===== src/hw/rtl/hsl_pkg.sv =====
`timescale 1ns / 1ps
// ----------------------------------------------------------------------------
// HSL to RGB converter package
// Shared widths, scale constants, hue sector codes and the command record
// that travels from the front end through the queue to the back end.
// ----------------------------------------------------------------------------
package hsl_pkg;

   localparam int HUE_W  = 9;
   localparam int SAT_W  = 8;
   localparam int LIT_W  = 8;
   localparam int CHAN_W = 8;

   localparam int A_W    = 8;
   localparam int B_W    = 6;
   localparam int AS_W   = 16;
   localparam int LT_W   = 23;
   localparam int TERM_W = 23;
   localparam int SUM_W  = 24;

   localparam int LIGHT_SCALE = 30600;
   localparam int C_SCALE     = 120;
   localparam int M_SCALE     = 60;
   localparam int LIGHT_FULL  = 255;

   localparam int DIV_SHIFT   = 3;
   localparam int DIV_CORE    = 3825;
   localparam int CORE_W      = SUM_W - DIV_SHIFT;
   localparam int RECIP_SHIFT = 32;
   localparam int RECIP_W     = 21;
   localparam int PROD_W      = CORE_W + RECIP_W;
   localparam int QUO_W       = PROD_W - RECIP_SHIFT;
   localparam int REM_W       = 13;
   localparam int CHAN_MAX    = 255;

   localparam logic [RECIP_W-1:0] RECIP_K =
      RECIP_W'((longint'(1) <<< RECIP_SHIFT) / DIV_CORE);

   localparam logic [HUE_W-1:0] HUE_60  = 9'd60;
   localparam logic [HUE_W-1:0] HUE_120 = 9'd120;
   localparam logic [HUE_W-1:0] HUE_180 = 9'd180;
   localparam logic [HUE_W-1:0] HUE_240 = 9'd240;
   localparam logic [HUE_W-1:0] HUE_300 = 9'd300;
   localparam logic [HUE_W-1:0] HUE_360 = 9'd360;
   localparam logic [HUE_W-1:0] HUE_480 = 9'd480;

   localparam int QUEUE_DEPTH = 4;
   localparam int BACK_STAGES = 7;

   typedef enum logic [2:0] {
      SECTOR_RED_YELLOW    = 3'd0,
      SECTOR_YELLOW_GREEN  = 3'd1,
      SECTOR_GREEN_CYAN    = 3'd2,
      SECTOR_CYAN_BLUE     = 3'd3,
      SECTOR_BLUE_MAGENTA  = 3'd4,
      SECTOR_MAGENTA_RED   = 3'd5
   } sector_type;

   typedef struct packed {
      sector_type         sector;
      logic [A_W-1:0]     a;
      logic [B_W-1:0]     b;
      logic [SAT_W-1:0]   s;
      logic [LIT_W-1:0]   l;
   } cmd_type;

endpackage


===== src/hw/rtl/hsl_req_if.sv =====
`timescale 1ns / 1ps
// ----------------------------------------------------------------------------
// HSL request channel
// Valid/ready channel that carries one pixel in hue, saturation, lightness.
// ----------------------------------------------------------------------------
interface hsl_req_if;
   logic                           valid;
   logic                           ready;
   logic [hsl_pkg::HUE_W-1:0]      hue;
   logic [hsl_pkg::SAT_W-1:0]      saturation;
   logic [hsl_pkg::LIT_W-1:0]      lightness;

   modport source (output valid, output hue, output saturation, output lightness,
                   input ready);
   modport sink   (input valid, input hue, input saturation, input lightness,
                   output ready);
endinterface


===== src/hw/rtl/hsl_rsp_if.sv =====
`timescale 1ns / 1ps
// ----------------------------------------------------------------------------
// RGB response channel
// Valid/ready channel that carries one pixel in red, green, blue.
// ----------------------------------------------------------------------------
interface hsl_rsp_if;
   logic                           valid;
   logic                           ready;
   logic [hsl_pkg::CHAN_W-1:0]     red;
   logic [hsl_pkg::CHAN_W-1:0]     green;
   logic [hsl_pkg::CHAN_W-1:0]     blue;

   modport source (output valid, output red, output green, output blue, input ready);
   modport sink   (input valid, input red, input green, input blue, output ready);
endinterface


===== src/hw/rtl/hsl_front.sv =====
`timescale 1ns / 1ps
// ----------------------------------------------------------------------------
// HSL front end
// Accepts request transactions, picks the hue sector and forms the
// lightness and hue distance terms, held in one register stage.
// ----------------------------------------------------------------------------
module hsl_front (
   input  logic              clock,
   input  logic              reset,
   hsl_req_if.sink           req_port,
   output hsl_pkg::cmd_type  cmd_data,
   output logic              cmd_valid,
   input  logic              cmd_ready
);

   logic                        vld_ff;
   logic                        vld_in;
   hsl_pkg::cmd_type            cmd_ff;
   hsl_pkg::cmd_type            cmd_in;
   logic                        take;
   logic [hsl_pkg::HUE_W-1:0]   hue;
   logic [hsl_pkg::HUE_W-1:0]   hue_mod;
   logic [hsl_pkg::HUE_W-1:0]   twol;
   logic [hsl_pkg::HUE_W-1:0]   spread;

   assign req_port.ready = !vld_ff || cmd_ready;
   assign take           = req_port.valid && req_port.ready;
   assign hue            = req_port.hue;

   always_comb begin
      if (hue >= hsl_pkg::HUE_480) begin
         hue_mod = hue - hsl_pkg::HUE_480;
      end else if (hue >= hsl_pkg::HUE_360) begin
         hue_mod = hue - hsl_pkg::HUE_360;
      end else if (hue >= hsl_pkg::HUE_240) begin
         hue_mod = hue - hsl_pkg::HUE_240;
      end else if (hue >= hsl_pkg::HUE_120) begin
         hue_mod = hue - hsl_pkg::HUE_120;
      end else begin
         hue_mod = hue;
      end

      twol = {req_port.lightness, 1'b0};
      if (twol >= hsl_pkg::HUE_W'(hsl_pkg::LIGHT_FULL)) begin
         spread = twol - hsl_pkg::HUE_W'(hsl_pkg::LIGHT_FULL);
      end else begin
         spread = hsl_pkg::HUE_W'(hsl_pkg::LIGHT_FULL) - twol;
      end

      cmd_in.a = hsl_pkg::A_W'(hsl_pkg::HUE_W'(hsl_pkg::LIGHT_FULL) - spread);
      if (hue_mod >= hsl_pkg::HUE_60) begin
         cmd_in.b = hsl_pkg::B_W'(hsl_pkg::HUE_120 - hue_mod);
      end else begin
         cmd_in.b = hsl_pkg::B_W'(hue_mod);
      end
      cmd_in.s = req_port.saturation;
      cmd_in.l = req_port.lightness;

      if (hue < hsl_pkg::HUE_60) begin
         cmd_in.sector = hsl_pkg::SECTOR_RED_YELLOW;
      end else if (hue < hsl_pkg::HUE_120) begin
         cmd_in.sector = hsl_pkg::SECTOR_YELLOW_GREEN;
      end else if (hue < hsl_pkg::HUE_180) begin
         cmd_in.sector = hsl_pkg::SECTOR_GREEN_CYAN;
      end else if (hue < hsl_pkg::HUE_240) begin
         cmd_in.sector = hsl_pkg::SECTOR_CYAN_BLUE;
      end else if (hue < hsl_pkg::HUE_300) begin
         cmd_in.sector = hsl_pkg::SECTOR_BLUE_MAGENTA;
      end else begin
         cmd_in.sector = hsl_pkg::SECTOR_MAGENTA_RED;
      end

      if (take) begin
         vld_in = 1'b1;
      end else if (cmd_ready) begin
         vld_in = 1'b0;
      end else begin
         vld_in = vld_ff;
      end
   end

   always_ff @(posedge clock) begin
      if (reset) begin
         vld_ff <= 1'b0;
      end else begin
         vld_ff <= vld_in;
      end
   end

   always_ff @(posedge clock) begin
      if (take) begin
         cmd_ff <= cmd_in;
      end
   end

   assign cmd_valid = vld_ff;
   assign cmd_data  = cmd_ff;

endmodule


===== src/hw/rtl/hsl_queue.sv =====
`timescale 1ns / 1ps
// ----------------------------------------------------------------------------
// HSL command queue
// Small first-in first-out buffer between the front end and the back end.
// ----------------------------------------------------------------------------
module hsl_queue #(
   parameter int DEPTH = hsl_pkg::QUEUE_DEPTH
) (
   input  logic              clock,
   input  logic              reset,
   input  hsl_pkg::cmd_type  in_data,
   input  logic              in_valid,
   output logic              in_ready,
   output hsl_pkg::cmd_type  out_data,
   output logic              out_valid,
   input  logic              out_ready
);

   localparam int PTR_W = (DEPTH > 1) ? $clog2(DEPTH) : 1;
   localparam int CNT_W = $clog2(DEPTH + 1);
   localparam logic [PTR_W-1:0] PTR_LAST = PTR_W'(DEPTH - 1);
   localparam logic [CNT_W-1:0] CNT_FULL = CNT_W'(DEPTH);

   hsl_pkg::cmd_type    slot_ff [DEPTH];
   logic [PTR_W-1:0]    wr_ptr_ff, wr_ptr_in;
   logic [PTR_W-1:0]    rd_ptr_ff, rd_ptr_in;
   logic [CNT_W-1:0]    count_ff, count_in;
   logic                push;
   logic                pop;

   assign in_ready  = count_ff != CNT_FULL;
   assign out_valid = count_ff != '0;
   assign out_data  = slot_ff[rd_ptr_ff];
   assign push      = in_valid && in_ready;
   assign pop       = out_valid && out_ready;

   always_comb begin
      wr_ptr_in = wr_ptr_ff;
      rd_ptr_in = rd_ptr_ff;
      count_in  = count_ff;
      if (push) begin
         wr_ptr_in = (wr_ptr_ff == PTR_LAST) ? '0 : wr_ptr_ff + 1'b1;
      end
      if (pop) begin
         rd_ptr_in = (rd_ptr_ff == PTR_LAST) ? '0 : rd_ptr_ff + 1'b1;
      end
      if (push && !pop) begin
         count_in = count_ff + 1'b1;
      end else if (pop && !push) begin
         count_in = count_ff - 1'b1;
      end
   end

   always_ff @(posedge clock) begin
      if (reset) begin
         wr_ptr_ff <= '0;
         rd_ptr_ff <= '0;
         count_ff  <= '0;
      end else begin
         wr_ptr_ff <= wr_ptr_in;
         rd_ptr_ff <= rd_ptr_in;
         count_ff  <= count_in;
      end
   end

   always_ff @(posedge clock) begin
      if (push) begin
         slot_ff[wr_ptr_ff] <= in_data;
      end
   end

endmodule


===== src/hw/rtl/hsl_back.sv =====
`timescale 1ns / 1ps
// ----------------------------------------------------------------------------
// HSL back end
// Pipelined chroma, second component and offset terms, division by the
// common scale through a reciprocal with one correction, sector routing and
// the output register.
// ----------------------------------------------------------------------------
module hsl_back (
   input  logic              clock,
   input  logic              reset,
   input  hsl_pkg::cmd_type  cmd_data,
   input  logic              cmd_valid,
   output logic              cmd_ready,
   hsl_rsp_if.source         rsp_port
);

   localparam int STAGES = hsl_pkg::BACK_STAGES;
   localparam int LANES  = 3;
   localparam int LANE_C = 0;
   localparam int LANE_X = 1;
   localparam int LANE_M = 2;

   logic [STAGES-1:0]  vld_ff, vld_in;
   logic [STAGES-1:0]  en;

   hsl_pkg::sector_type sec_ff [STAGES-1];

   logic [hsl_pkg::AS_W-1:0]    as1_ff;
   logic [hsl_pkg::LT_W-1:0]    lt1_ff;
   logic [hsl_pkg::B_W-1:0]     b1_ff;

   logic [hsl_pkg::TERM_W-1:0]  cn2_ff, xn2_ff, as60_2_ff;
   logic [hsl_pkg::LT_W-1:0]    lt2_ff;

   logic [hsl_pkg::TERM_W-1:0]  cn3_ff, xn3_ff, mn3_ff;

   logic [hsl_pkg::CORE_W-1:0]  core4_ff [LANES];
   logic [hsl_pkg::SUM_W-1:0]   sum4 [LANES];

   logic [hsl_pkg::CORE_W-1:0]  core5_ff [LANES];
   logic [hsl_pkg::QUO_W-1:0]   quo5_ff [LANES];
   logic [hsl_pkg::PROD_W-1:0]  prod5 [LANES];

   logic [hsl_pkg::QUO_W-1:0]   quo6_ff [LANES];
   logic [hsl_pkg::REM_W-1:0]   rem6_ff [LANES];
   logic [hsl_pkg::CORE_W-1:0]  back6 [LANES];
   logic [hsl_pkg::CORE_W-1:0]  diff6 [LANES];

   logic [hsl_pkg::QUO_W-1:0]   quo7 [LANES];
   logic [hsl_pkg::CHAN_W-1:0]  chan7 [LANES];
   logic [hsl_pkg::CHAN_W-1:0]  red_ff, green_ff, blue_ff;
   logic [hsl_pkg::CHAN_W-1:0]  red_in, green_in, blue_in;

   always_comb begin
      en[STAGES-1] = !vld_ff[STAGES-1] || rsp_port.ready;
      for (int k = STAGES - 2; k >= 0; k--) begin
         en[k] = !vld_ff[k] || en[k+1];
      end
      vld_in[0] = en[0] ? cmd_valid : vld_ff[0];
      for (int k = 1; k < STAGES; k++) begin
         vld_in[k] = en[k] ? vld_ff[k-1] : vld_ff[k];
      end
   end

   assign cmd_ready = en[0];

   always_ff @(posedge clock) begin
      if (reset) begin
         vld_ff <= '0;
      end else begin
         vld_ff <= vld_in;
      end
   end

   always_ff @(posedge clock) begin
      if (en[0]) begin
         sec_ff[0] <= cmd_data.sector;
      end
      for (int k = 1; k < STAGES - 1; k++) begin
         if (en[k]) begin
            sec_ff[k] <= sec_ff[k-1];
         end
      end
   end

   always_ff @(posedge clock) begin
      if (en[0]) begin
         as1_ff <= hsl_pkg::AS_W'(cmd_data.a) * hsl_pkg::AS_W'(cmd_data.s);
         lt1_ff <= hsl_pkg::LT_W'(cmd_data.l) * hsl_pkg::LT_W'(hsl_pkg::LIGHT_SCALE);
         b1_ff  <= cmd_data.b;
      end
   end

   always_ff @(posedge clock) begin
      if (en[1]) begin
         cn2_ff    <= hsl_pkg::TERM_W'(as1_ff) * hsl_pkg::TERM_W'(hsl_pkg::C_SCALE);
         xn2_ff    <= hsl_pkg::TERM_W'(as1_ff) * hsl_pkg::TERM_W'({b1_ff, 1'b0});
         as60_2_ff <= hsl_pkg::TERM_W'(as1_ff) * hsl_pkg::TERM_W'(hsl_pkg::M_SCALE);
         lt2_ff    <= lt1_ff;
      end
   end

   always_ff @(posedge clock) begin
      if (en[2]) begin
         cn3_ff <= cn2_ff;
         xn3_ff <= xn2_ff;
         mn3_ff <= lt2_ff - as60_2_ff;
      end
   end

   always_comb begin
      sum4[LANE_C] = hsl_pkg::SUM_W'(cn3_ff) + hsl_pkg::SUM_W'(mn3_ff);
      sum4[LANE_X] = hsl_pkg::SUM_W'(xn3_ff) + hsl_pkg::SUM_W'(mn3_ff);
      sum4[LANE_M] = hsl_pkg::SUM_W'(mn3_ff);
   end

   always_ff @(posedge clock) begin
      if (en[3]) begin
         for (int i = 0; i < LANES; i++) begin
            core4_ff[i] <= sum4[i][hsl_pkg::SUM_W-1:hsl_pkg::DIV_SHIFT];
         end
      end
   end

   always_comb begin
      for (int i = 0; i < LANES; i++) begin
         prod5[i] = hsl_pkg::PROD_W'(core4_ff[i]) * hsl_pkg::PROD_W'(hsl_pkg::RECIP_K);
      end
   end

   always_ff @(posedge clock) begin
      if (en[4]) begin
         for (int i = 0; i < LANES; i++) begin
            core5_ff[i] <= core4_ff[i];
            quo5_ff[i]  <= prod5[i][hsl_pkg::PROD_W-1:hsl_pkg::RECIP_SHIFT];
         end
      end
   end

   always_comb begin
      for (int i = 0; i < LANES; i++) begin
         back6[i] = hsl_pkg::CORE_W'(quo5_ff[i]) * hsl_pkg::CORE_W'(hsl_pkg::DIV_CORE);
         diff6[i] = core5_ff[i] - back6[i];
      end
   end

   always_ff @(posedge clock) begin
      if (en[5]) begin
         for (int i = 0; i < LANES; i++) begin
            quo6_ff[i] <= quo5_ff[i];
            rem6_ff[i] <= diff6[i][hsl_pkg::REM_W-1:0];
         end
      end
   end

   always_comb begin
      for (int i = 0; i < LANES; i++) begin
         if (rem6_ff[i] >= hsl_pkg::REM_W'(hsl_pkg::DIV_CORE)) begin
            quo7[i] = quo6_ff[i] + 1'b1;
         end else begin
            quo7[i] = quo6_ff[i];
         end
         if (quo7[i] > hsl_pkg::QUO_W'(hsl_pkg::CHAN_MAX)) begin
            chan7[i] = hsl_pkg::CHAN_W'(hsl_pkg::CHAN_MAX);
         end else begin
            chan7[i] = quo7[i][hsl_pkg::CHAN_W-1:0];
         end
      end

      case (sec_ff[STAGES-2])
         hsl_pkg::SECTOR_RED_YELLOW: begin
            red_in = chan7[LANE_C]; green_in = chan7[LANE_X]; blue_in = chan7[LANE_M];
         end
         hsl_pkg::SECTOR_YELLOW_GREEN: begin
            red_in = chan7[LANE_X]; green_in = chan7[LANE_C]; blue_in = chan7[LANE_M];
         end
         hsl_pkg::SECTOR_GREEN_CYAN: begin
            red_in = chan7[LANE_M]; green_in = chan7[LANE_C]; blue_in = chan7[LANE_X];
         end
         hsl_pkg::SECTOR_CYAN_BLUE: begin
            red_in = chan7[LANE_M]; green_in = chan7[LANE_X]; blue_in = chan7[LANE_C];
         end
         hsl_pkg::SECTOR_BLUE_MAGENTA: begin
            red_in = chan7[LANE_X]; green_in = chan7[LANE_M]; blue_in = chan7[LANE_C];
         end
         default: begin
            red_in = chan7[LANE_C]; green_in = chan7[LANE_M]; blue_in = chan7[LANE_X];
         end
      endcase
   end

   always_ff @(posedge clock) begin
      if (en[STAGES-1]) begin
         red_ff   <= red_in;
         green_ff <= green_in;
         blue_ff  <= blue_in;
      end
   end

   assign rsp_port.valid = vld_ff[STAGES-1];
   assign rsp_port.red   = red_ff;
   assign rsp_port.green = green_ff;
   assign rsp_port.blue  = blue_ff;

endmodule


===== src/hw/rtl/hsl_to_rgb_converter_unit.sv =====
`timescale 1ns / 1ps
// ----------------------------------------------------------------------------
// HSL to RGB converter unit
// Converts one pixel from hue, saturation and lightness to 8-bit red, green
// and blue with exact integer arithmetic, truncated and clamped.
// ----------------------------------------------------------------------------
// The unit accepts one pixel transaction every clock cycle while the result
// side does not stall, and returns one RGB transaction per pixel, in order.
// A pixel passes the front register, then the command queue and then the
// seven back-end stages, whose reciprocal multiply and remainder correction
// set that depth, the last of them being the output register. The queue,
// QUEUE_DEPTH entries deep, absorbs stalls on the result side, and the
// request side keeps accepting until the front, queue and pipeline are
// all full.
module hsl_to_rgb_converter_unit #(
   parameter int QUEUE_DEPTH = hsl_pkg::QUEUE_DEPTH
) (
   input  logic        clock,
   input  logic        reset,
   hsl_req_if.sink     req_port,
   hsl_rsp_if.source   rsp_port
);

   hsl_pkg::cmd_type  front_data;
   logic              front_valid;
   logic              front_ready;
   hsl_pkg::cmd_type  queue_data;
   logic              queue_valid;
   logic              queue_ready;

   hsl_front u_front (
      .clock     (clock),
      .reset     (reset),
      .req_port  (req_port),
      .cmd_data  (front_data),
      .cmd_valid (front_valid),
      .cmd_ready (front_ready)
   );

   hsl_queue #(
      .DEPTH (QUEUE_DEPTH)
   ) u_queue (
      .clock     (clock),
      .reset     (reset),
      .in_data   (front_data),
      .in_valid  (front_valid),
      .in_ready  (front_ready),
      .out_data  (queue_data),
      .out_valid (queue_valid),
      .out_ready (queue_ready)
   );

   hsl_back u_back (
      .clock     (clock),
      .reset     (reset),
      .cmd_data  (queue_data),
      .cmd_valid (queue_valid),
      .cmd_ready (queue_ready),
      .rsp_port  (rsp_port)
   );

endmodule


===== src/flat_wrapper.sv =====
// flat-port wrapper written by rule: the top's interface ports become plain ports
module hsl_to_rgb_converter_unit_flat 
#(
   parameter int QUEUE_DEPTH = hsl_pkg::QUEUE_DEPTH
)
  (clock, reset, req_port_valid, req_port_hue, req_port_saturation, req_port_lightness, req_port_ready, rsp_port_valid, rsp_port_red, rsp_port_green, rsp_port_blue, rsp_port_ready);
  hsl_req_if req_port_i ();
  hsl_rsp_if rsp_port_i ();
  input  logic clock;
  input  logic reset;
  input wire logic [$bits(req_port_i.valid)-1:0] req_port_valid;
  input wire logic [$bits(req_port_i.hue)-1:0] req_port_hue;
  input wire logic [$bits(req_port_i.saturation)-1:0] req_port_saturation;
  input wire logic [$bits(req_port_i.lightness)-1:0] req_port_lightness;
  output wire logic [$bits(req_port_i.ready)-1:0] req_port_ready;
  output wire logic [$bits(rsp_port_i.valid)-1:0] rsp_port_valid;
  output wire logic [$bits(rsp_port_i.red)-1:0] rsp_port_red;
  output wire logic [$bits(rsp_port_i.green)-1:0] rsp_port_green;
  output wire logic [$bits(rsp_port_i.blue)-1:0] rsp_port_blue;
  input wire logic [$bits(rsp_port_i.ready)-1:0] rsp_port_ready;
  assign req_port_i.valid = req_port_valid;
  assign req_port_i.hue = req_port_hue;
  assign req_port_i.saturation = req_port_saturation;
  assign req_port_i.lightness = req_port_lightness;
  assign req_port_ready = req_port_i.ready;
  assign rsp_port_valid = rsp_port_i.valid;
  assign rsp_port_red = rsp_port_i.red;
  assign rsp_port_green = rsp_port_i.green;
  assign rsp_port_blue = rsp_port_i.blue;
  assign rsp_port_i.ready = rsp_port_ready;
  hsl_to_rgb_converter_unit #(.QUEUE_DEPTH(QUEUE_DEPTH)) u_core (.clock(clock), .reset(reset), .req_port(req_port_i), .rsp_port(rsp_port_i));
endmodule

===== config.mk =====
export PLATFORM = sky130hd
export DESIGN_NAME = hsl_to_rgb_converter_unit_flat
export DESIGN_NICKNAME = d
export VERILOG_FILES = /design/src/hw/rtl/hsl_pkg.sv /design/src/hw/rtl/hsl_req_if.sv /design/src/hw/rtl/hsl_rsp_if.sv /design/src/hw/rtl/hsl_front.sv /design/src/hw/rtl/hsl_queue.sv /design/src/hw/rtl/hsl_back.sv /design/src/hw/rtl/hsl_to_rgb_converter_unit.sv /design/src/flat_wrapper.sv
export SDC_FILE = /design/constraint.sdc
export NUM_CORES = 2
export LEC_CHECK = 0
export BUFFER_PORTS_ARGS = -buffer_cell sky130_fd_sc_hd__buf_2
export CELL_PAD_IN_SITES_DETAIL_PLACEMENT = 0
export CELL_PAD_IN_SITES_GLOBAL_PLACEMENT = 1
export CORE_AREA = 2 2 300 362
export CTS_BUF_LIST = sky130_fd_sc_hd__clkbuf_4 sky130_fd_sc_hd__clkbuf_8
export DETAILED_ROUTE_END_ITERATION = 7
export DIE_AREA = 0 0 302 364
export PLACE_DENSITY_LB_ADDON = 0.1
export SETUP_SLACK_MARGIN = 0.3
export SLEW_MARGIN = 15
export SYNTH_ARGS = -nofsm -noshare
export SYNTH_HDL_FRONTEND = slang
export SYNTH_HIERARCHICAL = 1
export SYNTH_SLANG_ARGS = --single-unit

===== constraint.sdc =====
create_clock -name clock -period 14.9 [get_ports clock]
set_input_delay 0 -clock clock [delete_from_list [all_inputs] [get_ports clock]]
set_output_delay 0 -clock clock [all_outputs]
set_load 0.02 [all_outputs]

==> metrics.yaml <==
clock_tree:
  cts_buffer_depth: 3
  cts.reportedPaths.clkPinSlew_ps: 60
  ctsHoldBuffers: 50
  cts_tree: "built"
  cts.sinks: 587
  cts_resized: 0
  cts_buffers: 97
  h-tree-depth: 3
  cts_root_buf: "clkbuf_8"
  cts_post_setup_buffers_inserted: 0
  clk_latency_ps: 820
synth:
  synth_area_per_cell_um2: 11.64
  yosysUniqueCellTypes: 103
  yosysSeqAreaShare_pct: 33.00
  synthArstFlopShare_pct: 0
  synth_fp_nets: 5993
  synthesis.area_um2: 52890
  syn_inst: 4545
  yosysWarningCount: 6
  synth_edf_count: 570
  ys.flop_type: "edfxtp_1"
  ys_ff_latch: 587
place:
  preCtsSetupSlack_ps: 8467
  dp_hpwl_mm: 89.22
  portBuffers: 54
  gp_congestion: 0.8552
sta:
  rsz0062_at_grt: "no"
  hold_viol_final: 0
  setup_slack_ps: 8554
  slew_headroom_pct: 31.71
  tns_ps: 0
  fin_crit_sh_pct: 42.59
  period_needed_ps: 6346
  tightest_slew_ps: 1024
  maxSlewViolCount: 0
  skew_ps: 53.27
  setup_viol: 0
  max_freq_mhz: 157.6
global_route:
  antenna_found_initial: 1
  grt_max_degree: 73
  grt_pass1_wl_mm: 176.1
  grt_pass1_vias: 33536
  grt-ovfl-total: 0
  grtUsageTotal_pct: 20.45
drt:
  final_antenna_net_count: 0
  drt-pass1-iter-count: 5
  drt_iter0_drc: 1253
  num_vias: 31767
  routed_wl_mm: 108.0
  via_per_inst: 5.118
  drc: 0
  wl_per_cell_um: 17.41
run_status:
  status: "complete, no violations"
die:
  fp-row-count: 132
  dieArea_um2: 109900
  fp.dieH_um: 364
  fp.coreArea_um2: 106900
  initial_core_util_pct: 49.50
  ios: 55
  die_x_um: 302
final_layout:
  drive_gt1_share_pct: 6.522
  area_growth_syn_to_layout_pct: 8.679
  nets: 6171
min_path:
  hold_class: "in2reg"
  hold_path_startpoint: "req_port_lightness[0]"
setup_path:
  startpoint_type: "register"
  path_buf_inv: 4
  crit_chain: "ha_1 > ha_1 > inv_1 > fa_1 > inv_1 > ha_1 > fa_1 > fa_1 > inv_1 > fa_1 > inv_1 > ha_1 > o21a_1 > o211ai_1 > a21oi_1 > a221o_1 > a21oi_1 > o211ai_1 > or3_1 > a31oi_1 > xnor2_1"
  max_stage_delay_ps: 540
  rr_startpoint: "u_core/u_back/core4_ff[0][33]"
  cp.arrival_ps: 6890
  critPathCaptureType: "register"
  cp.required_ps: 15440
  cp_top_family: "adder cells"
  worstPathMaxFanout: 7
  crit_slowest_cell: "edfxtp_1"
  crit_start: "u_core/u_back/core4_ff[0][33]"
  crit_type: "reg2reg"
flow_run:
  drv_cap: 0
==> cells by family after synthesis <==
group	Yosys count	share of synthesized area (%)
adders and majority gates	1419	40.55
xor gates and xnor gates	223	3.692
buffers and inverters	982	7.011
other	1	0.007090
DFF	587	33.00
and+or+nand+nor	729	6.938
AOI/OAI and AO/OA	562	7.217
muxes	42	1.582
==> state kept, by name, indices dropped and copies added (netlist names), 3 cells and up, named ones only <==
name                          flops
u_core/u_back/cn3_ff             20
u_core/u_back/mn3_ff             20
u_core/u_back/as60_2_ff          20
u_core/u_front/cmd_data          32
u_core/u_back/rsp_port.green      8
u_core/u_back/rsp_port.blue       8
u_core/u_queue/slot_ff          132
u_core/u_back/core5_ff           39
u_core/u_back/core4_ff           62
u_core/u_back/as1_ff             16
u_core/u_queue/count_ff           3
u_core/u_back/xn2_ff             21
u_core/u_back/xn3_ff             21
u_core/u_back/lt1_ff             20
u_core/u_back/quo5_ff            30
u_core/u_back/b1_ff               6
u_core/u_back/sec_ff             18
u_core/u_back/quo6_ff            30
u_core/u_back/vld_ff              7
u_core/u_back/rem6_ff            39
u_core/u_back/lt2_ff             20
u_core/u_back/rsp_port.red        8
==> cells in the mapped netlist, drive strengths merged (28+ instances only) <==
cell,instances,share of area [%]
fa,492,19
xnor2,157,2.6
nand2b,30,0.35
a21oi,144,1.4
xor2,66,1.1
nand3,54,0.51
o21a,32,0.45
edfxtp,570,32
inv,948,6.7
and2,92,1.1
ha,927,22
mux4,33,1.4
nor2b,34,0.42
o21ai,125,1.2
nand2,192,1.4
nor2,153,1.1
a21o,71,1.0
nor3,46,0.44
and3,28,0.34
==> stage by stage <==
stage,area (um2),hold slack [ps],utilization (%),instances
after global placement,54860,177.0,51.34,5981
after floorplan,52890,69.07,-,4545
final,57490,105.9,53.80,6207
after CTS,57480,21.30,53.79,6206
after detailed placement,54860,178.1,51.34,5981
after global routing,57490,45.91,53.80,6207
==> final cells by class <==
cell class | instances | area [um2]
Multi-Input combinational cell | 2976 | 31740
Fill cell | 9407 | 49370
Antenna cell | 1 | 2.502
Sequential cell | 587 | 17460
Clock buffer | 115 | 1470
Tap cell | 1407 | 1760
Clock inverter | 60 | 653.1
Timing Repair Buffer | 113 | 838.3
Inverter | 948 | 3558
==> placed cells by master, fill, tap and decap left out, types with 46 or more instances in the layout <==
cell,n
clkbuf_8,97
nor2_1,153
dlygate4sd3_1,50
nand2_1,190
a21o_1,71
o21ai_0,112
inv_1,945
nand3_1,53
and2_1,91
buf_2,54
fa_1,492
xor2_1,66
edfxtp_1,570
xnor2_1,157
ha_1,927
nor3_1,46
a21oi_1,140
==> worst paths after layout <==
kind                                                      to  slack (ps)  depth (start not counted)
worst max-delay path            u_core/u_back/quo5_ff[0][17]        8550                         21
worst min-delay path             u_core/u_front/cmd_data[23]         110                          3
worst max register to register  u_core/u_back/quo5_ff[0][17]        8550                         21
worst min register to register      u_core/u_back/xn3_ff[15]         420                          0
==> tightest hold or removal path, cell delays in order <==
cell and delay (ps):
dlygate4sd3_1 560, buf_2 130, xor2_1 60
==> metal layers <==
layer / track usage (%) / routed length, um
met5: 0 / 0
met4: 6.135 / 2707
met3: 2.271 / 2658
met2: 37.97 / 56990
met1: 24.74 / 45690
Power is left out: the tool's default activity adds up to more than one toggle a clock period on the data nets, which glitch-free logic cannot reach.
